<file path="config.mk">
export PLATFORM = sky130hd
export DESIGN_NAME = golomb_encoder_unit_flat
export DESIGN_NICKNAME = d
export VERILOG_FILES = /design/src/rtl/core/gec_pkg.sv /design/src/rtl/core/gec_sample_if.sv /design/src/rtl/core/gec_code_if.sv /design/src/rtl/core/gec_div_cell.sv /design/src/rtl/core/gec_suffix_stage.sv /design/src/rtl/core/golomb_encoder_unit.sv /design/src/flat_wrapper.sv
export SDC_FILE = /design/constraint.sdc
export NUM_CORES = 1
export LEC_CHECK = 0
export BUFFER_PORTS_ARGS = -buffer_cell sky130_fd_sc_hd__buf_2
export CORE_MARGIN = 2
export CORE_UTILIZATION = 35
export CTS_CLUSTER_DIAMETER = 150
export DETAILED_ROUTE_END_ITERATION = 10
export PLACE_DENSITY_LB_ADDON = 0.12
export SYNTH_ARGS = -nofsm -noshare
export SYNTH_HDL_FRONTEND = slang
export SYNTH_HIERARCHICAL = 1
export SYNTH_SLANG_ARGS = --single-unit
export TNS_END_PERCENT = 10
</file>
<file path="constraint.sdc">
create_clock -name clk_i -period 11.8 [get_ports clk_i]
set_input_delay 0 -clock clk_i [delete_from_list [all_inputs] [get_ports clk_i]]
set_output_delay 0 -clock clk_i [all_outputs]
set_load 0.01 [all_outputs]
</file>
<file path="src/rtl/core/gec_pkg.sv">
// Shared widths, types and helper function of the Golomb encoder.
package gec_pkg;

  // Fixed field widths of the sample, divisor and code channels.
  localparam int DataBits         = 16;
  localparam int SuffixBits       = 17;
  localparam int LenBits          = 5;
  localparam int ValueBitsDefault = 16;

  // Payload handed from one divider cell to the next.
  typedef struct packed {
    logic [DataBits-1:0] rem;   // partial remainder, always below the divisor
    logic [DataBits-1:0] val;   // dividend bits still to be consumed, left aligned
    logic [DataBits-1:0] quot;  // quotient bits produced so far
  } stage_t;

  // Code parameters derived from the divisor.
  typedef struct packed {
    logic                  pow2;  // divisor is a power of two
    logic [LenBits-1:0]    bits;  // ceil(log2(divisor))
    logic [SuffixBits-1:0] unused_codes; // 2^bits - divisor
  } enc_cfg_t;

  // Ceiling of log2 for a non-zero divisor: width of (m - 1).
  function automatic logic [LenBits-1:0] ceil_log2(input logic [DataBits-1:0] m);
    logic [DataBits-1:0] mm1;
    logic [LenBits-1:0]  b;
    mm1 = m - DataBits'(1);
    b   = '0;
    for (int i = 0; i < DataBits; i++) begin
      if (mm1[i]) begin
        b = LenBits'(i + 1);
      end
    end
    return b;
  endfunction

endpackage

</file>
<file path="src/rtl/core/gec_sample_if.sv">
// Stream interface carrying one sample value per transfer.
interface gec_sample_if;
  logic                         valid;
  logic                         ready;
  logic [gec_pkg::DataBits-1:0] sample_value;

  modport source (output valid, output sample_value, input ready);
  modport sink (input valid, input sample_value, output ready);
endinterface

</file>
<file path="src/rtl/core/gec_code_if.sv">
// Stream interface carrying one Golomb code word per transfer.
interface gec_code_if;
  logic                           valid;
  logic                           ready;
  logic [gec_pkg::DataBits-1:0]   zero_count;
  logic [gec_pkg::SuffixBits-1:0] suffix_bits;
  logic [gec_pkg::LenBits-1:0]    suffix_length;

  modport source (output valid, output zero_count, output suffix_bits,
                  output suffix_length, input ready);
  modport sink (input valid, input zero_count, input suffix_bits,
                input suffix_length, output ready);
endinterface

</file>
<file path="src/rtl/core/gec_div_cell.sv">
// One restoring division cell: produces a single quotient bit per item.
module gec_div_cell (
  input  logic                         clk_i,
  input  logic                         rst_ni,
  input  logic [gec_pkg::DataBits-1:0] divisor_i,
  input  logic                         in_valid_i,
  output logic                         in_ready_o,
  input  gec_pkg::stage_t              in_data_i,
  output logic                         out_valid_o,
  input  logic                         out_ready_i,
  output gec_pkg::stage_t              out_data_o
);

  logic                           valid_q;
  gec_pkg::stage_t                data_q, data_d;
  logic [gec_pkg::DataBits:0]     trial;
  logic [gec_pkg::DataBits:0]     diff;
  logic                           fits;

  // Bring down the next dividend bit and subtract the divisor if it fits.
  always_comb begin
    trial       = {in_data_i.rem, in_data_i.val[gec_pkg::DataBits-1]};
    diff        = trial - {1'b0, divisor_i};
    fits        = (trial >= {1'b0, divisor_i});
    data_d.rem  = fits ? diff[gec_pkg::DataBits-1:0] : trial[gec_pkg::DataBits-1:0];
    data_d.val  = {in_data_i.val[gec_pkg::DataBits-2:0], 1'b0};
    data_d.quot = {in_data_i.quot[gec_pkg::DataBits-2:0], fits};
  end

  // The cell takes a new transfer when it is empty or its content moves on.
  assign in_ready_o = !valid_q || out_ready_i;

  always_ff @(posedge clk_i or negedge rst_ni) begin
    if (!rst_ni) begin
      valid_q <= 1'b0;
    end else if (in_ready_o) begin
      valid_q <= in_valid_i;
    end
  end

  always_ff @(posedge clk_i) begin
    if (in_ready_o && in_valid_i) begin
      data_q <= data_d;
    end
  end

  assign out_valid_o = valid_q;
  assign out_data_o  = data_q;

endmodule

</file>
<file path="src/rtl/core/gec_suffix_stage.sv">
// Final stage: forms the remainder code and holds the result for the sink.
module gec_suffix_stage (
  input  logic                  clk_i,
  input  logic                  rst_ni,
  input  gec_pkg::enc_cfg_t     cfg_i,
  input  logic                  in_valid_i,
  output logic                  in_ready_o,
  input  gec_pkg::stage_t       in_data_i,
  gec_code_if.source            code_o
);

  logic                           valid_q;
  logic [gec_pkg::DataBits-1:0]   quot_q;
  logic [gec_pkg::SuffixBits-1:0] suffix_q, suffix_d;
  logic [gec_pkg::LenBits-1:0]    len_q, len_d;
  logic [gec_pkg::SuffixBits-1:0] rem_ext;
  logic [gec_pkg::SuffixBits-1:0] top_one;
  logic [gec_pkg::SuffixBits-1:0] short_one;

  // Truncated binary code; a power-of-two divisor takes the plain form.
  always_comb begin
    rem_ext   = {1'b0, in_data_i.rem};
    top_one   = gec_pkg::SuffixBits'(1) << cfg_i.bits;
    short_one = top_one >> 1;
    if (cfg_i.pow2) begin
      suffix_d = top_one | rem_ext;
      len_d    = cfg_i.bits + gec_pkg::LenBits'(1);
    end else if (rem_ext < cfg_i.unused_codes) begin
      suffix_d = short_one | rem_ext;
      len_d    = cfg_i.bits;
    end else begin
      suffix_d = top_one | (rem_ext + cfg_i.unused_codes);
      len_d    = cfg_i.bits + gec_pkg::LenBits'(1);
    end
  end

  // Output register parts the divider chain from the sink.
  assign in_ready_o = !valid_q || code_o.ready;

  always_ff @(posedge clk_i or negedge rst_ni) begin
    if (!rst_ni) begin
      valid_q <= 1'b0;
    end else if (in_ready_o) begin
      valid_q <= in_valid_i;
    end
  end

  always_ff @(posedge clk_i) begin
    if (in_ready_o && in_valid_i) begin
      quot_q   <= in_data_i.quot;
      suffix_q <= suffix_d;
      len_q    <= len_d;
    end
  end

  assign code_o.valid         = valid_q;
  assign code_o.zero_count    = quot_q;
  assign code_o.suffix_bits   = suffix_q;
  assign code_o.suffix_length = len_q;

endmodule

</file>
<file path="src/rtl/core/golomb_encoder_unit.sv">
// Golomb encoder top level: divisor register, divider cell chain and code stage.
// A sample accepted by the chain passes through the register of each cell, one cell
// per quotient bit, and then the code stage register before it leaves as a code word.
// Throughput: one sample per cycle while the sink is ready; a full cell holds its content while the next one stalls.
// Reset (asynchronous, active low) empties all cells and sets the divisor to one.
// A divisor of zero is stored as one.
module golomb_encoder_unit #(
  parameter int VALUE_BITS = gec_pkg::ValueBitsDefault
) (
  input  logic                         clk_i,
  input  logic                         rst_ni,
  input  logic                         golomb_divisor_we_i,
  input  logic [gec_pkg::DataBits-1:0] golomb_divisor_i,
  gec_sample_if.sink                   sample_i,
  gec_code_if.source                   code_o
);

  // Only the low bits of the sample that both widths allow take part.
  localparam int NumCells = (VALUE_BITS < gec_pkg::DataBits) ? VALUE_BITS
                                                              : gec_pkg::DataBits;
  localparam int AlignShift = gec_pkg::DataBits - NumCells;

  logic [gec_pkg::DataBits-1:0] divisor_q, divisor_d;
  gec_pkg::enc_cfg_t            cfg_q, cfg_d;

  logic            cell_valid [NumCells+1];
  logic            cell_ready [NumCells+1];
  gec_pkg::stage_t cell_data  [NumCells+1];

  // Divisor register; zero behaves as one.
  assign divisor_d = (golomb_divisor_i == '0) ? gec_pkg::DataBits'(1) : golomb_divisor_i;

  always_ff @(posedge clk_i or negedge rst_ni) begin
    if (!rst_ni) begin
      divisor_q <= gec_pkg::DataBits'(1);
    end else if (golomb_divisor_we_i) begin
      divisor_q <= divisor_d;
    end
  end

  // Code parameters are registered from the divisor and follow it in the next cycle,
  // before any item divided by the new divisor can reach the code stage.
  always_comb begin
    cfg_d.pow2         = ((divisor_q & (divisor_q - gec_pkg::DataBits'(1))) == '0);
    cfg_d.bits         = gec_pkg::ceil_log2(divisor_q);
    cfg_d.unused_codes = (gec_pkg::SuffixBits'(1) << cfg_d.bits) - {1'b0, divisor_q};
  end

  always_ff @(posedge clk_i or negedge rst_ni) begin
    if (!rst_ni) begin
      cfg_q <= '{pow2: 1'b1, bits: '0, unused_codes: '0};
    end else begin
      cfg_q <= cfg_d;
    end
  end

  // Entry of the chain: dividend left aligned, remainder and quotient cleared.
  assign cell_valid[0]     = sample_i.valid;
  assign sample_i.ready    = cell_ready[0];
  assign cell_data[0].rem  = '0;
  assign cell_data[0].val  = sample_i.sample_value << AlignShift;
  assign cell_data[0].quot = '0;

  // One division cell per quotient bit, most significant first.
  for (genvar k = 0; k < NumCells; k++) begin : g_cell
    gec_div_cell u_cell (
      .clk_i       (clk_i),
      .rst_ni      (rst_ni),
      .divisor_i   (divisor_q),
      .in_valid_i  (cell_valid[k]),
      .in_ready_o  (cell_ready[k]),
      .in_data_i   (cell_data[k]),
      .out_valid_o (cell_valid[k+1]),
      .out_ready_i (cell_ready[k+1]),
      .out_data_o  (cell_data[k+1])
    );
  end

  // Remainder code and output register.
  gec_suffix_stage u_suffix (
    .clk_i      (clk_i),
    .rst_ni     (rst_ni),
    .cfg_i      (cfg_q),
    .in_valid_i (cell_valid[NumCells]),
    .in_ready_o (cell_ready[NumCells]),
    .in_data_i  (cell_data[NumCells]),
    .code_o     (code_o)
  );

endmodule
</file>
<file path="src/flat_wrapper.sv">
// flat-port wrapper written by rule: the top's interface ports become plain ports
module golomb_encoder_unit_flat 
#(
  parameter int VALUE_BITS = gec_pkg::ValueBitsDefault
)
  (clk_i, rst_ni, golomb_divisor_we_i, golomb_divisor_i, sample_i_valid, sample_i_sample_value, sample_i_ready, code_o_valid, code_o_zero_count, code_o_suffix_bits, code_o_suffix_length, code_o_ready);
  gec_sample_if sample_i_i ();
  gec_code_if code_o_i ();
  input  logic clk_i;
  input  logic rst_ni;
  input  logic golomb_divisor_we_i;
  input  logic [gec_pkg::DataBits-1:0] golomb_divisor_i;
  input wire logic [$bits(sample_i_i.valid)-1:0] sample_i_valid;
  input wire logic [$bits(sample_i_i.sample_value)-1:0] sample_i_sample_value;
  output wire logic [$bits(sample_i_i.ready)-1:0] sample_i_ready;
  output wire logic [$bits(code_o_i.valid)-1:0] code_o_valid;
  output wire logic [$bits(code_o_i.zero_count)-1:0] code_o_zero_count;
  output wire logic [$bits(code_o_i.suffix_bits)-1:0] code_o_suffix_bits;
  output wire logic [$bits(code_o_i.suffix_length)-1:0] code_o_suffix_length;
  input wire logic [$bits(code_o_i.ready)-1:0] code_o_ready;
  assign sample_i_i.valid = sample_i_valid;
  assign sample_i_i.sample_value = sample_i_sample_value;
  assign sample_i_ready = sample_i_i.ready;
  assign code_o_valid = code_o_i.valid;
  assign code_o_zero_count = code_o_i.zero_count;
  assign code_o_suffix_bits = code_o_i.suffix_bits;
  assign code_o_suffix_length = code_o_i.suffix_length;
  assign code_o_i.ready = code_o_ready;
  golomb_encoder_unit #(.VALUE_BITS(VALUE_BITS)) u_core (.clk_i(clk_i), .rst_ni(rst_ni), .golomb_divisor_we_i(golomb_divisor_we_i), .golomb_divisor_i(golomb_divisor_i), .sample_i(sample_i_i), .code_o(code_o_i));
endmodule
</file>
==> metrics.txt <==
Ports 77; total gr overflow 0; Syn Inst Count 3,578; DRT iter0 DRCs 1,790; fillers 10,913; syn avg cell area 11.1 um2; total CTS buffers 74; Final WS setup 6.47 ns; CP endpoint kind register; DP HPWL 73,200 um; RR Endpoint u_core/cfg_q[16]; DRT Pass-1 Iters 5; Worst-Skew Late Latency 0.64 ns; RSZ-0062 raised after global routing no; Final setup viols 0; Port Buffers 76; pre-CTS setup slack 6.47 ns; antenna violations before repair 1; DR vias/cell 5.14; crit path cell chain inv_1 > nand3_1 > nor2_1 > nand3_1 > or3_1 > ha_1 > nand4_2 > nor2_1 > nand3_1 > or3_1 > ha_1 > fa_1 > nand2b_1 > a211oi_1 > o21ai_0 > o211ai_1 > a21oi_1 > xnor2_1; Storage cell area 17,900 um2; delay-heaviest family, CP simple AND/OR/NAND/NOR gates; WL/cell 18.9 um; Worst Max-Slew Pin Slew 1.09 ns; Cells after DPL 5,143; DRC errors left 0; total track usage 0.174; status finished clean; Routed WL 101,000 um; total leakage power 18.1 nW; pwr dens 293 nW/um2; CTS root buffer clkbuf_16; Tot Pwr 13.2 mW; Clock Sink Count 606; global-route wire length before repair 158,000 um; nets@finish 4,168; die span in x 341 um; FF-to-FF path depth 18; Core Footprint 112,000 um2; Worst Path Max Fanout 19; Layout Utilization 0.400; Yosys Warn Count 6; Die H 341 um; Mapped Area 39,700 um2; area of the multi-input gates 20,100 um2; CP required 12.31 ns; vias in the first global route 27,121; Peak VDD IR 0.111 mV; crit path max-delay cell type dfrtp_1; most common library cell in the layout ignoring fill and taps edfxtp_1; FF-to-FF Start u_core/divisor_q[2]; Worst-path clk slew 0.06 ns; Layout Cells excl Fill 5,346; area delta synth->final 13.4%; hold path depth 2; Largest stage delay, worst path 0.72 ns; post-cts sizing count 0; Tmin final 5.33 ns; # H-tree levels 3; crit share post-route 0.452; commonest cells after routing, fill and taps aside 550 x edfxtp_1, 341 x inv_1, 327 x ha_1; share of layout cells above drive strength 1 0.138; Max Cap Violations 0; Slew HR 0.274; CP Class register to register; Post-CTS Setup Repair Bufs 0; FF-to-FF setup slack 6.47 ns; Critical Path Source Type register; Placer Congestion 0.835; row count 123; crit path DAT 5.85 ns; Clock Path Buffers 3; FMAX 0.188 GHz; Die Area 116,000 um2; routed vias 27,504; # diodes 0; clock skew 0.0238 ns; CP dominant cell by count nand3_1; worst min-delay path class input pin to register; worst hold path endpoint u_core/g_cell[0].u_cell/out_data_o[18]; pin count of the biggest net entering global routing 57; CP Buf/Inv Count 1; final slew viol count 0; initial core utilization 0.353; setup TNS 0 ns; Hold Startpoint sample_i_sample_value[1]; final hold viol count 0; CTS tree yes; Post-DRT Antenna Nets 0
worst register-to-register path: cells and delay by family (launching register included):
family                   cells  cell delay (ns)
adder cells (fa/ha/maj)      3             1.04
flip-flops                   1             0.72
AND/OR/NAND/NOR              9             2.15
buffers and inverters        1             0.26
AO/OA/AOI/OAI                4             0.91
XOR/XNOR                     1             0.12
flip-flops by register name, summed over array words and instances (netlist names):
register,cells
u_core/g_cell.u_cell/out_data_o,512
u_core/cfg_q,23
u_core/u_suffix/code_o.suffix_bits,17
u_core/divisor_q,16
u_core/g_cell.u_cell/out_valid_o,16
u_core/u_suffix/code_o.zero_count,16
u_core/u_suffix/code_o.suffix_length,5
u_core/u_suffix/code_o.valid,1
how the worst max path moves through the flow:
| stage | start | to | depth (start not counted) |
|---|---|---|---|
| 6_report | u_core/divisor_q[2] | u_core/cfg_q[16] | 18 |
| 5_1_grt | u_core/divisor_q[2] | u_core/cfg_q[16] | 18 |
| 4_1_cts | u_core/divisor_q[2] | u_core/cfg_q[16] | 18 |
| 3_5_place_dp | u_core/divisor_q[2] | u_core/cfg_q[16] | 18 |
| 3_3_place_gp | u_core/divisor_q[2] | u_core/cfg_q[16] | 18 |
| 2_1_floorplan | u_core/divisor_q[1] | u_core/cfg_q[16] | 18 |
area by class of cell:
cell class,count,share of cell area
Tap cell,1500,0.0417
Inverter,342,0.0286
Timing Repair Buffer,174,0.0285
Multi-Input combinational cell,2588,0.447
Clock inverter,51,0.0125
Clock buffer,85,0.0434
Sequential cell,606,0.398
through the flow:
stage / instance area [um2] / hold WS, ns
2_1_floorplan: 39800 / -0.296
3_3_place_gp: 41800 / 0.177
3_5_place_dp: 41800 / 0.178
4_1_cts: 45000 / 0.0267
5_1_grt: 45000 / 0.0357
6_report: 45000 / 0.0735
metal layers:
metal / global-route usage / up-vias / part of all wire
li1: - / 13680 / -
met2: 0.285 / 464 / 0.46
met4: 0.0462 / 0 / 0.025
met3: 0.0227 / 126 / 0.032
met5: 0 / - / 0
met1: 0.242 / 13234 / 0.48
repair_timing:
item	4_1_cts	5_1_grt
hold endpoints to repair	90	0
hold buffers	67	0
endpoints found under the setup margin	0	0
report_power, final:
group	switching (mW)	internal, mW	leakage, nW	total (mW)
logic	3.73	3.21	10.9	6.94
clock network	0.950	1.41	1.21	2.36
registers	0.418	3.46	6.00	3.87
total	5.10	8.08	18.1	13.2
Note: power is estimated with default switching activity, not from simulation.
